### src/design/udba_pkg.sv
`default_nettype none

package udba_pkg;

  // Field widths.
  localparam int unsigned LevelW  = 2;
  localparam int unsigned TimeW   = 32;
  localparam int unsigned ActionW = 2;
  localparam int unsigned DelayW  = 16;
  localparam int unsigned CfgIdxW = 1;

  // Register reset values in milliseconds.
  localparam logic [DelayW-1:0] LongPressDelayRst = 16'd450;
  localparam logic [DelayW-1:0] RepeatPeriodRst   = 16'd200;

  // Register indexes on the configuration port.
  localparam logic [CfgIdxW-1:0] RegLongPressDelay = 1'b0;
  localparam logic [CfgIdxW-1:0] RegRepeatPeriod   = 1'b1;

  // Button level codes.
  typedef enum logic [LevelW-1:0] {
    LVL_RELEASED      = 2'd0,
    LVL_JUST_RELEASED = 2'd1,
    LVL_JUST_PRESSED  = 2'd2,
    LVL_HELD          = 2'd3
  } level_e;

  // Action codes.
  typedef enum logic [ActionW-1:0] {
    ACT_NOTHING = 2'd0,
    ACT_INCR    = 2'd1,
    ACT_DECR    = 2'd2,
    ACT_RESET   = 2'd3
  } action_e;

  // Press mode, one-hot.
  typedef enum logic [2:0] {
    MODE_INITIAL     = 3'b001,
    MODE_LONG        = 3'b010,
    MODE_AFTER_RESET = 3'b100
  } mode_e;

endpackage

`default_nettype wire

### src/design/up_down_button_autorepeat.sv
`default_nettype none

// Channel  | Handshake                  | Payload
// ---------+----------------------------+-----------------------------------------------
// poll in  | in_valid_i / in_ready_o    | incr_level_i, decr_level_i, now_ms_i,
//          |                            | incr_held_ms_i, decr_held_ms_i
// action   | out_valid_o / out_ready_i  | action_o
// config   | cfg_we_i                   | cfg_idx_i, cfg_data_i
//
// Each poll word yields one action word, held first in the input register and then
// in the result register. One poll is accepted every cycle while the action output
// does not stall; the decode and its 32-bit subtract and compares sit between them.
// Reset clears press mode, repeat mark and valid flags and loads the default delays.
// When the action output stalls, the input register fills and in_ready_o drops.

module up_down_button_autorepeat (
  input  wire logic                          clk_i,
  input  wire logic                          rst_ni,
  input  wire logic                          in_valid_i,
  output logic                               in_ready_o,
  input  wire logic [udba_pkg::LevelW-1:0]   incr_level_i,
  input  wire logic [udba_pkg::LevelW-1:0]   decr_level_i,
  input  wire logic [udba_pkg::TimeW-1:0]    now_ms_i,
  input  wire logic [udba_pkg::TimeW-1:0]    incr_held_ms_i,
  input  wire logic [udba_pkg::TimeW-1:0]    decr_held_ms_i,
  output logic                               out_valid_o,
  input  wire logic                          out_ready_i,
  output logic [udba_pkg::ActionW-1:0]       action_o,
  input  wire logic                          cfg_we_i,
  input  wire logic [udba_pkg::CfgIdxW-1:0]  cfg_idx_i,
  input  wire logic [udba_pkg::DelayW-1:0]   cfg_data_i
);
  import udba_pkg::*;

  logic [DelayW-1:0] long_delay_q;
  logic [DelayW-1:0] period_q;

  logic              s1_valid_q;
  level_e            incr_lvl_q;
  level_e            decr_lvl_q;
  logic [TimeW-1:0]  now_q;
  logic [TimeW-1:0]  incr_held_q;
  logic [TimeW-1:0]  decr_held_q;

  mode_e             mode_q, mode_d;
  logic [TimeW-1:0]  mark_q, mark_d;
  action_e           act_d;
  action_e           act_q;
  logic              out_valid_q;

  logic              out_free;
  logic              fire;
  logic [TimeW-1:0]  elapsed;
  logic [TimeW-1:0]  sel_held;
  action_e           step_act;
  logic              period_due;
  logic              held_long;
  logic              one_held;

  // Handshake control: the result register frees up when empty or taken.
  assign out_free   = !out_valid_q || out_ready_i;
  assign fire       = s1_valid_q && out_free;
  assign in_ready_o = !s1_valid_q || out_free;

  // Configuration registers.
  always_ff @(posedge clk_i or negedge rst_ni) begin
    if (!rst_ni) begin
      long_delay_q <= LongPressDelayRst;
      period_q     <= RepeatPeriodRst;
    end else if (cfg_we_i) begin
      case (cfg_idx_i)
        RegLongPressDelay: long_delay_q <= cfg_data_i;
        RegRepeatPeriod:   period_q     <= cfg_data_i;
        default: ;
      endcase
    end
  end

  // Input register.
  always_ff @(posedge clk_i or negedge rst_ni) begin
    if (!rst_ni) begin
      s1_valid_q <= 1'b0;
    end else if (in_ready_o) begin
      s1_valid_q <= in_valid_i;
    end
  end

  always_ff @(posedge clk_i) begin
    if (in_valid_i && in_ready_o) begin
      incr_lvl_q  <= level_e'(incr_level_i);
      decr_lvl_q  <= level_e'(decr_level_i);
      now_q       <= now_ms_i;
      incr_held_q <= incr_held_ms_i;
      decr_held_q <= decr_held_ms_i;
    end
  end

  // Timing comparisons for the single-held case; increment takes precedence.
  assign one_held   = (incr_lvl_q == LVL_HELD) || (decr_lvl_q == LVL_HELD);
  assign sel_held   = (incr_lvl_q == LVL_HELD) ? incr_held_q : decr_held_q;
  assign step_act   = (incr_lvl_q == LVL_HELD) ? ACT_INCR : ACT_DECR;
  assign elapsed    = now_q - mark_q;
  assign period_due = elapsed >= {{(TimeW-DelayW){1'b0}}, period_q};
  assign held_long  = sel_held >= {{(TimeW-DelayW){1'b0}}, long_delay_q};

  // Priority decode of the button pair.
  always_comb begin
    act_d  = ACT_NOTHING;
    mode_d = mode_q;
    mark_d = mark_q;
    if (incr_lvl_q == LVL_RELEASED && decr_lvl_q == LVL_RELEASED) begin
      act_d = ACT_NOTHING;
    end else if ((decr_lvl_q == LVL_JUST_RELEASED && incr_lvl_q == LVL_RELEASED) ||
                 (incr_lvl_q == LVL_JUST_RELEASED && decr_lvl_q == LVL_RELEASED)) begin
      mode_d = MODE_INITIAL;
    end else if (incr_lvl_q == LVL_JUST_PRESSED && decr_lvl_q == LVL_JUST_PRESSED) begin
      act_d  = ACT_RESET;
      mode_d = MODE_AFTER_RESET;
    end else if (incr_lvl_q == LVL_JUST_PRESSED) begin
      if (decr_lvl_q == LVL_HELD) begin
        act_d  = ACT_RESET;
        mode_d = MODE_AFTER_RESET;
      end else begin
        act_d = ACT_INCR;
      end
    end else if (decr_lvl_q == LVL_JUST_PRESSED) begin
      if (incr_lvl_q == LVL_HELD) begin
        act_d  = ACT_RESET;
        mode_d = MODE_AFTER_RESET;
      end else begin
        act_d = ACT_DECR;
      end
    end else if (incr_lvl_q == LVL_HELD && decr_lvl_q == LVL_HELD) begin
      act_d = ACT_NOTHING;
    end else if (mode_q != MODE_AFTER_RESET && one_held) begin
      // Long press: repeat on the period, or enter auto-repeat once held long enough.
      if (mode_q == MODE_LONG) begin
        if (period_due) begin
          mark_d = mark_q + {{(TimeW-DelayW){1'b0}}, period_q};
          act_d  = step_act;
        end
      end else if (held_long) begin
        mode_d = MODE_LONG;
        mark_d = now_q;
        act_d  = step_act;
      end
    end
  end

  // Press state advances with each decoded poll.
  always_ff @(posedge clk_i or negedge rst_ni) begin
    if (!rst_ni) begin
      mode_q <= MODE_INITIAL;
      mark_q <= '0;
    end else if (fire) begin
      mode_q <= mode_d;
      mark_q <= mark_d;
    end
  end

  // Result register.
  always_ff @(posedge clk_i or negedge rst_ni) begin
    if (!rst_ni) begin
      out_valid_q <= 1'b0;
    end else if (out_free) begin
      out_valid_q <= s1_valid_q;
    end
  end

  always_ff @(posedge clk_i) begin
    if (fire) begin
      act_q <= act_d;
    end
  end

  assign out_valid_o = out_valid_q;
  assign action_o    = act_q;

  // A stalled result holds the press state.
  assert property (@(posedge clk_i) disable iff (!rst_ni)
    out_valid_o && !out_ready_i |=> $stable(mark_q) && $stable(mode_q))
    else $error("press state changed while the result was stalled");

  // A reset action always leaves the block in the after-reset mode.
  assert property (@(posedge clk_i) disable iff (!rst_ni)
    fire && act_d == ACT_RESET |=> mode_q == MODE_AFTER_RESET)
    else $error("reset action without after-reset mode");

  // The repeat mark only moves when the block is in or enters long-press mode.
  assert property (@(posedge clk_i) disable iff (!rst_ni)
    fire && mark_d != mark_q |=> mode_q == MODE_LONG)
    else $error("repeat mark moved outside long-press mode");

  // Backpressure reaches the input only through a full pipeline.
  assert property (@(posedge clk_i) disable iff (!rst_ni)
    !in_ready_o |-> s1_valid_q && out_valid_o && !out_ready_i)
    else $error("input stalled with room in the pipeline");

endmodule

`default_nettype wire
### config.mk
export PLATFORM = sky130hd
export DESIGN_NAME = up_down_button_autorepeat
export DESIGN_NICKNAME = d
export VERILOG_FILES = /design/src/design/udba_pkg.sv /design/src/design/up_down_button_autorepeat.sv
export SDC_FILE = /design/constraint.sdc
export NUM_CORES = 1
export LEC_CHECK = 0
export ABC_AREA = 1
export BUFFER_PORTS_ARGS = -buffer_cell sky130_fd_sc_hd__buf_2
export CORE_MARGIN = 2
export CORE_UTILIZATION = 35
export DETAILED_ROUTE_END_ITERATION = 7
export GPL_TIMING_DRIVEN = 0
export PLACE_DENSITY = 0.59
export SLEW_MARGIN = 0
export SYNTH_ARGS = -nofsm -noshare
export SYNTH_HDL_FRONTEND = slang
export SYNTH_SLANG_ARGS = --single-unit
### constraint.sdc
create_clock -name clk_i -period 3.75 [get_ports clk_i]
set_input_delay 0.375 -clock clk_i [delete_from_list [all_inputs] [get_ports clk_i]]
set_output_delay 0.375 -clock clk_i [all_outputs]
set_load 0.05 [all_outputs]
==> results by group, run 1 <==
Routing
  – Post-DR vias/cell: 4.73
  – Drt drc: 0
  – Antenna-violating nets left: 0
  – Via count: 9814
  – DRT iter0 DRCs: 544
  – Met2 wire length: 14200 um
  – Post-Route WL: 30500 um
  – Drt wl/cell: 14.7 um
  – TritonRoute pass-1 iters: 5
  – Routed met3 length: 1710 um
  – DR top layer: met4
  – M1 WL: 13900 um

Yosys
  – Post-synthesis compound-gate area fraction: 0.0679
  – Post-Synth Simple-Gate Area: 0.295
  – Share of the synthesized area in the top cell type: 0.274
  – Largest family of logic cells by synthesized area: simple AND/OR/NAND/NOR gates
  – EDFF count, synth: 102
  – Post-synthesis cell type count: 38
  – Post-Synthesis Cells: 1489
  – Syn Nets: 1692
  – Post-Synth Adder-Cell Area: 0.0921
  – Commonest cells post-synth: nand2_1 (544), inv_1 (239), edfxtp_1 (102)
  – Ys Warns: 0
  – Synth area leader: edfxtp_1
  – Post-synthesis xor/xnor area fraction: 0.0212
  – Post-synth ARST share: 0.404
  – Register area share after synthesis: 0.430
  – Syn Area/Cell: 7.50 um2
  – Synth Cell Area: 0.0112 mm2
  – Synth Register Bits: 171
  – Ranking of synthesized cells by area: edfxtp_1 (27%), nand2_1 (18%), dfrtp_1 (14%), ha_1 (8.9%), inv_1 (8.0%)
  – Count leader, synth: nand2_1
  – Mux contribution to synthesized area: 0.000897
  – Dominant synthesized flop cell: edfxtp_1

STA
  – Worst-Margin Slew: 0.667 ns
  – Final worst path period share: 0.941
  – Hold slack: 0.0943 ns
  – Final TNS setup: 0 ns
  – Tmin final: 3.53 ns
  – Clock skew: 0.0176 ns
  – Setup ws final: 0.223 ns
  – Slew HR: 0.555
  – Final setup fails: 0
  – Final Hold Fails: 0
  – Final Max Slew Viols: 0
  – F_max: 284 MHz

Setup path
  – Maximum fanout along the worst path: 10
  – Worst EP required: 4.08 ns
  – R2R Path Start: now_q[7]
  – Arr. time, crit path: 3.86 ns
  – Crit start category: register
  – Worst Setup End Kind: register
  – Setup CP Type: reg2reg
  – Crit. Startpoint: now_q[7]

Placement
  – Pre-CTS WS: -0.0805 ns
  – Detailed Place HPWL: 24000 um
  – I/O Buffers: 125
  – Placer Congestion: 0.963
  – Post-Place Cell Area: 0.0124 mm2

GRT
  – First-pass GRT wire length: 47700 um
  – GR Util All Layers: 0.185
  – Vias in the first global route: 9528
  – Antenna violations before repair: 2
  – Overflow after GRT: 0
  – Pin count of the biggest net entering global routing: 77

Die
  – Row count: 65
  – DIE AREA: 0.0333 mm2
  – Die Width: 183 um
  – Initial Util: 0.355
  – Top Ports: 126
  – Core area: 0.0315 mm2
  – Die span in y: 183 um

Layout
  – Filler instances: 3192
  – Layout net count: 1858
  – Share of cells above drive strength 1: 0.149
  – Register area: 0.00480 mm2
  – Final Cell Area: 0.0133 mm2
  – Post-route core utilization: 0.424
  – Multi-input gate area: 0.00554 mm2
  – Area growth from synthesis to layout: 19.5%

Clocking
  – Num CTS Buffers: 17
  – CTS Sinks: 171
  – Clk slew on worst S/H paths: 0.08 ns
  – Clk_lat worst skew: 0.45 ns
  – Clock root buffer: clkbuf_16
  – # H-tree levels: 4
  – CTS tree: yes
  – Clock tree buffer depth: 2

Power and ir drop
  – Pwr per Cell Area: 669 mW/mm2
  – LEAKAGE: 6.80 nW
  – Maximum VDD drop: 0.494 mV

Min path
  – HP Class: in2reg
  – HP Start: incr_held_ms_i[29]

Job
  – Max Cap Violations: 0

Outcome
  – Status: finished, final reports clean
-- per-stage QoR --
| step | instances | power (mW) |
|---|---|---|
| final | 2073 | 8.92 |
| after global routing | 2070 | 9.74 |
| after CTS | 2052 | 8.68 |
| after detailed placement | 2018 | 6.82 |
| after global placement | 2016 | 6.74 |
| after floorplan | 1489 | 5.71 |
-- final timing paths --
kind | end | slack, ns | depth (start not counted)
worst max-delay path | mark_q[11] | 0.22 | 19
worst min-delay path | incr_held_q[29] | 0.09 | 1
worst max register to register | mark_q[11] | 0.22 | 19
worst min register to register | long_delay_q[9] | 0.50 | 2
max in group asynchronous | long_delay_q[8] | 2.91 | 3
min in group asynchronous | mark_q[31] | 0.28 | 2
-- flip-flops by register name (all words and copies together) (netlist names), 2 cells and up --
signal / cells
now_q: 32
action_o: 2
decr_held_q: 32
incr_lvl_q: 2
decr_lvl_q: 2
mark_q: 32
period_q: 16
mode_q: 3
incr_held_q: 32
long_delay_q: 16
-- what timing repair did --
| action | in CTS | in global routing |
|---|---|---|
| endpoints found under the hold margin | 61 | 0 |
| resized for setup | 5 | 29 |
| hold buffers | 1 | 0 |
| setup endpoints to repair | 2 | 34 |
| buffers inserted | 1 | 19 |
| pin swaps | 0 | 5 |
-- cell type report --
type                    instances  share of cell area
clock inverters                15              0.0132
well taps                     402              0.0377
inverters                     243              0.0686
flip-flops and latches        171               0.360
diodes                          3            0.000563
multi-input cells            1050               0.415
repair buffers                148              0.0632
plain buffers                  24             0.00957
clock buffers                  17              0.0319
-- cells in the final DEF (no fill, tap or decap), types with 6 or more instances in the layout --
| cell type | instances |
|---|---|
| buf_2 | 130 |
| xnor2_1 | 7 |
| nor2_1 | 76 |
| nor2_2 | 9 |
| buf_4 | 21 |
| nand2_2 | 8 |
| o21ai_0 | 77 |
| nand3b_1 | 8 |
| or2_2 | 6 |
| dfstp_2 | 8 |
| nand2_1 | 538 |
| nor3_1 | 14 |
| clkbuf_1 | 12 |
| nand3_1 | 95 |
| edfxtp_1 | 102 |
| inv_1 | 239 |
| a21oi_1 | 60 |
| ha_1 | 66 |
| nor4_1 | 13 |
| clkbuf_16 | 17 |
| dfrtp_1 | 59 |
| nand4_1 | 14 |
| ha_4 | 12 |
| xor2_1 | 18 |
-- layer usage --
layer / up-vias / global-route usage
li1: 5095 / -
met1: 4442 / 0.242
met2: 243 / 0.307
met3: 34 / 0.0367
met4: 0 / 0.0581
met5: - / 0
-- worst max-delay path, cell delays in order (launching register included) --
cell and delay [ns]:
edfxtp_1 0.48, ha_4 0.34, nand2_1 0.09, nor2_1 0.22, nand3_1 0.14, nand3_2 0.15, xor2_1 0.22, ha_1 0.27
nand2_1 0.08, nor2_1 0.05, a211oi_1 0.20, a21oi_1 0.12, nor2_2 0.19, nand3_1 0.09, nor2_1 0.12, nand2_2 0.14
buf_4 0.18, buf_2 0.17, nand3_1 0.08, nand2_1 0.06
-- report_power, final --
group          total, mW  switching, mW  internal, mW  leakage [nW]
clock network       1.80          0.901         0.903         0.295
logic               4.46           2.79          1.67          4.68
registers           2.65          0.305          2.34          1.83
-- cell families after synthesis --
kind of cell,count (synthesis)
simple gates,794
buf+inv,268
flops,171
compound gates,147
fa+ha+maj,81
xor+xnor,27
mux,1
No activity file was read; power rests on OpenSTA's default activity.
==> run 2, diff against run 1 <==
--- a/config.mk
+++ b/config.mk
@@ -11,7 +11,7 @@
 export CORE_UTILIZATION = 35
 export DETAILED_ROUTE_END_ITERATION = 7
 export GPL_TIMING_DRIVEN = 0
-export PLACE_DENSITY = 0.59
+export PLACE_DENSITY = 0.53
 export SLEW_MARGIN = 0
 export SYNTH_ARGS = -nofsm -noshare
 export SYNTH_HDL_FRONTEND = slang
==> run 2 against run 1 <==
Net effect:
- clock skew shrank 0.0030 ns
- flip-flop and latch count unchanged
- utilization shrank 0.43 points
- critical endpoint is now action_o[0]
==> results by group, run 2 (synthesis results as in run 1) <==
Outcome
  – Status: finished, final reports clean

Power and ir drop
  – Comb pwr share: 0.500
  – Pwr per Cell Area: 664 mW/mm2
  – Clk pwr share: 0.198
  – Sw Share: 0.443
  – LEAKAGE: 6.74 nW
  – Sequential share of power: 0.302
  – NetSw: 3.88 mW
  – Maximum VDD drop: 0.443 mV
  – Internal power: 4.89 mW

Layout
  – Filler instances: 3280
  – Commonest cells after routing, fill and taps aside: nand2_1 (540), inv_1 (237), buf_2 (130)
  – Finished Layout Cells: 2062
  – Share of cells above drive strength 1: 0.142
  – Area growth from synthesis to layout: 18.3%
  – Most common cell after layout, fill and taps aside: nand2_1
  – Layout net count: 1848
  – Post-route core utilization: 0.419

STA
  – Final setup fails: 0
  – F_max: 286 MHz
  – Final TNS setup: 0 ns
  – Slew HR: 0.553
  – RSZ-0062 raised after global routing: false
  – Worst-Margin Slew: 0.670 ns
  – Final Max Slew Viols: 0
  – Clock skew: 0.0146 ns
  – Final Hold Fails: 0
  – Tmin final: 3.49 ns
  – Final worst path period share: 0.931

Clocking
  – Num CTS Buffers: 17
  – Clock tree buffer depth: 2
  – # H-tree levels: 4
  – Clock root buffer: clkbuf_16
  – Clk_lat worst skew: 0.45 ns
  – CTS Sinks: 171
  – CTS tree: yes
  – Clk slew on worst S/H paths: 0.07 ns

GRT
  – Pin count of the biggest net entering global routing: 77
  – Antenna violations before repair: 2
  – First-pass GRT wire length: 49100 um
  – Overflow after GRT: 0
  – Vias in the first global route: 9611
  – GR Util All Layers: 0.191

Die
  – Die Width: 183 um
  – Initial Util: 0.355
  – Die span in y: 183 um
  – Core area: 0.0315 mm2
  – DIE AREA: 0.0333 mm2
  – Top Ports: 126
  – Row count: 65

Setup path
  – WP buf/inv: 1
  – Crit start category: register
  – Setup CP Type: reg2reg
  – Worst Setup End Kind: register
  – Maximum fanout along the worst path: 10
  – CP most frequent cell: nand2_1
  – Arr. time, crit path: 3.68 ns
  – Worst EP required: 3.94 ns
  – Top delay family on crit path: simple AND/OR/NAND/NOR gates
  – Slowest CP cell: edfxtp_1
  – Crit path cell chain: ha_1 > nand2_1 > nor2_2 > nand2_1 > nand2_1 > nand2_1 > nand2_1 > xor2_1 > ha_1 > a21oi_1 > o211a_1 > nand3_1 > nor2_1 > nand3_1 > nor2_2 > nand2_4 > buf_6 > nand3_1 > nand3_1
  – Worst path max stage delay: 0.45 ns

Routing
  – Post-Route WL: 30700 um
  – Post-DR vias/cell: 4.72
  – Drt drc: 0
  – DRT iter0 DRCs: 539
  – Via count: 9726
  – Antenna-violating nets left: 0
  – Drt wl/cell: 14.9 um
  – TritonRoute pass-1 iters: 6

Job
  – Max Cap Violations: 0

Placement
  – Placer Congestion: 0.953
  – I/O Buffers: 125
  – Dpl cells: 2018
  – Detailed Place HPWL: 24700 um

Min path
  – HP Class: in2reg
[run 2: power groups by stage]
stage / Clock [mW] / Sequential, mW / Combinational, mW
2_1_floorplan: 0 / 2.59 / 3.12
3_3_place_gp: 0 / 2.69 / 4.09
3_5_place_dp: 0 / 2.68 / 4.15
4_1_cts: 1.79 / 2.64 / 4.18
5_1_grt: 1.87 / 2.69 / 5.06
6_report: 1.74 / 2.65 / 4.38
[run 2: per-layer routing]
metal | up-vias | GRT usage | part of all wire
met5 | - | 0 | 0
met4 | 0 | 0.0645 | 0.018
met3 | 25 | 0.0333 | 0.048
met2 | 221 | 0.319 | 0.47
met1 | 4388 | 0.251 | 0.46
li1 | 5092 | - | -
[run 2: what timing repair did]
action                                  CTS  global route
pin swaps                                 0             1
endpoints found under the hold margin    20             0
gates resized for setup                   1            33
endpoints found under the setup margin    1            34
hold buffers                              1             0
setup buffers                             0             9
[run 2: path summary, 6_finish.rpt]
check                                   start               to  depth (start not counted)  slack (ns)
setup / recovery                     now_q[4]      action_o[0]                         19        0.26
hold / removal             incr_held_ms_i[24]  incr_held_q[24]                          1         0.1
setup reg to reg                     now_q[4]      action_o[0]                         19        0.26
hold reg to reg               long_delay_q[5]  long_delay_q[5]                          2        0.50
max in group asynchronous              rst_ni  long_delay_q[1]                          3        2.75
min in group asynchronous              rst_ni       mark_q[23]                          2        0.39
[run 2: metrics by stage]
step,setup slack [ns],power (mW),instance area [um2],hold slack (ns)
after global routing,0.0102,9.63,13200,0.0781
after CTS,0.0235,8.61,12900,0.0713
after floorplan,0.145,5.71,11200,0.0794
after global placement,-0.275,6.78,12300,0.472
after detailed placement,0.00628,6.82,12400,0.302
final,0.259,8.77,13200,0.0961
[run 2: layout make-up]
type / count / area (um2) / area share
Antenna cell: 2 / 5.00 / 0.000379
Clock inverter: 13 / 135 / 0.0102
Timing Repair Buffer: 137 / 761 / 0.0576
Sequential cell: 171 / 4800 / 0.364
Tap cell: 402 / 503 / 0.0381
Multi-Input combinational cell: 1050 / 5520 / 0.418
Buffer: 25 / 133 / 0.0100
Inverter: 243 / 915 / 0.0693
Clock buffer: 19 / 433 / 0.0328
==> run 3, diff against run 2 <==
--- a/config.mk
+++ b/config.mk
@@ -6,12 +6,14 @@
 export NUM_CORES = 1
 export LEC_CHECK = 0
 export ABC_AREA = 1
+export ABC_CLOCK_PERIOD_IN_PS = 3000
 export BUFFER_PORTS_ARGS = -buffer_cell sky130_fd_sc_hd__buf_2
 export CORE_MARGIN = 2
 export CORE_UTILIZATION = 35
 export DETAILED_ROUTE_END_ITERATION = 7
 export GPL_TIMING_DRIVEN = 0
-export PLACE_DENSITY = 0.53
+export PLACE_DENSITY = 0.55
+export RECOVER_POWER = 25
 export SLEW_MARGIN = 0
 export SYNTH_ARGS = -nofsm -noshare
 export SYNTH_HDL_FRONTEND = slang
==> constraint.sdc (replaced) <==
create_clock -name clk_i -period 3 [get_ports clk_i]
set_input_delay 0.3 -clock clk_i [delete_from_list [all_inputs] [get_ports clk_i]]
set_output_delay 0.3 -clock clk_i [all_outputs]
set_load 0.05 [all_outputs]
==> run 3 against run 2 <==
Net effect:
- the flow now finishes with violations (negative setup slack)
- worst hold slack got worse by 0.076 ns
- global-route usage up 0.68 points
- highest routed layer is now met5
- non-clock buffer count rose by 73
- largest cell class unchanged
- register-to-register slack worse by 0.59 ns
- first-iteration DRC count rose by 7.4%
- clock skew shrank 0.0014 ns
==> results by group, run 3 (synthesis results as in run 1) <==
Die
  – Core area: 0.0315 mm2
  – Initial Util: 0.355
  – Die Width: 183 um
  – Row count: 65
  – Top Ports: 126
  – DIE AREA: 0.0333 mm2
  – Die span in y: 183 um

GRT
  – Antenna violations before repair: 4
  – GR Util All Layers: 0.198
  – First-pass GRT wire length: 51600 um
  – GRT met3 Usage: 0.0351
  – Overflow after GRT: 0
  – GRT met1 Usage: 0.256
  – Pin count of the biggest net entering global routing: 51
  – Met2 Use GR: 0.338
  – Vias in the first global route: 10240
  – Busiest grt layer: met2

Placement
  – Detailed Place HPWL: 24700 um
  – I/O Buffers: 125
  – Post-Place Cell Area: 0.0124 mm2
  – Dpl cells: 2019
  – Placer Congestion: 0.950
  – Pre-CTS WS: -0.735 ns

Routing
  – Drt drc: 0
  – Antenna-violating nets left: 0
  – DRT iter0 DRCs: 579
  – Via count: 10160
  – TritonRoute pass-1 iters: 5
  – Drt wl/cell: 15.1 um
  – Post-DR vias/cell: 4.76
  – Post-Route WL: 32400 um

Clocking
  – Clock tree buffer depth: 2
  – # H-tree levels: 4
  – CTS tree: yes
  – Num CTS Buffers: 17
  – Clk slew on worst S/H paths: 0.08 ns
  – Clk_lat worst skew: 0.45 ns
  – CTS Sinks: 171
  – Clock root buffer: clkbuf_16

Min path
  – WHS Path Cells: 1
  – HP Class: in2reg

Power and ir drop
  – Total Power: 12.1 mW
  – Sequential share of power: 0.270
  – NetSw: 5.44 mW
  – Maximum VDD drop: 0.499 mV
  – Clk pwr share: 0.188
  – LEAKAGE: 7.23 nW
  – Sw Share: 0.448
  – Internal power: 6.71 mW
  – Pwr per Cell Area: 846 mW/mm2
  – Comb pwr share: 0.542

Layout
  – Post-route core utilization: 0.456
  – Finished Layout Cells: 2136
  – Most common cell after layout, fill and taps aside: nand2_1
  – Layout net count: 1921
  – Final Cell Area: 0.0144 mm2
  – Commonest cells after routing, fill and taps aside: nand2_1 (484), inv_1 (231), buf_2 (125)
  – Share of cells above drive strength 1: 0.235
  – Area growth from synthesis to layout: 28.7%

Outcome
  – Status: finished, violations left
  – Failing checks: negative setup slack

Setup path
  – Maximum fanout along the worst path: 6
  – Arr. time, crit path: 3.72 ns
  – Worst Setup End Kind: register
  – Worst EP required: 3.39 ns
  – Setup CP Type: reg2reg
  – Crit start category: register
  – R2R depth: 20

STA
  – Worst-Margin Slew: 0.754 ns
  – Clock skew: 0.0132 ns
  – Final setup fails: 34
  – Final Hold Fails: 0
  – Final worst path period share: 1.11
  – RSZ-0062 raised after global routing: true
  – Final TNS setup: -9.69 ns
  – Slew HR: 0.494
  – Tmin final: 3.33 ns
  – Hold slack: 0.0204 ns
  – Final Max Slew Viols: 0
  – F_max: 300 MHz
  – Setup ws final: -0.332 ns

Job
  – Max Cap Violations: 0
-- run 3: worst paths after layout --
kind,slack (ns),start,to
min,0.02,now_ms_i[0],now_q[0]
min reg2reg,0.50,long_delay_q[6],long_delay_q[6]
max in group asynchronous,2.08,rst_ni,long_delay_q[7]
max,-0.33,now_q[9],mark_q[5]
min in group asynchronous,0.29,rst_ni,mark_q[15]
max reg2reg,-0.33,now_q[9],mark_q[5]
-- run 3: power groups by stage --
| stage | Combinational [mW] | Clock [mW] | Sequential (mW) |
|---|---|---|---|
| final | 6.58 | 2.28 | 3.29 |
| after global routing | 7.47 | 2.42 | 3.33 |
| after CTS | 6.15 | 2.33 | 3.26 |
| after detailed placement | 5.18 | 0 | 3.35 |
| after global placement | 5.08 | 0 | 3.35 |
| after floorplan | 3.90 | 0 | 3.23 |
-- run 3: critical path, cell delays in order, from the launching register on --
cell      delay [ns]
edfxtp_1        0.47
ha_4            0.34
nand2_4         0.08
nor2_4          0.12
and3_4          0.21
nand2_1         0.09
nand2_2         0.14
xor2_4          0.22
ha_4            0.24
a21oi_2         0.11
o211a_1         0.20
nand3_2         0.11
nor2_4          0.13
nand3_2         0.09
nor2_4          0.10
nand2_4         0.12
nand2_8         0.12
buf_12          0.12
buf_8           0.12
nand2_2         0.06
nand2_2         0.07
-- run 3: final cells by class --
class,count,area [um2]
Antenna cell,3,7.51
Inverter,243,916
Tap cell,402,503
Fill cell,3102,17100
Timing Repair Buffer,213,1440
Clock buffer,17,425
Buffer,22,151
Multi-Input combinational cell,1050,5950
Clock inverter,15,175
Sequential cell,171,4800
-- run 3: repair_timing --
item	4_1_cts	5_1_grt
hold buffers	1	0
gates cloned	2	1
setup buffers	62	20
setup endpoints to repair	37	36
resized for setup	104	63
pin swaps	40	35
endpoints found under the hold margin	19	0
-- run 3: metal layers --
| metal | vias up | routed length [um] |
|---|---|---|
| li1 | 5233 | - |
| met1 | 4660 | 14800 |
| met2 | 216 | 15400 |
| met3 | 49 | 1450 |
| met4 | 2 | 677 |
| met5 | - | 7 |
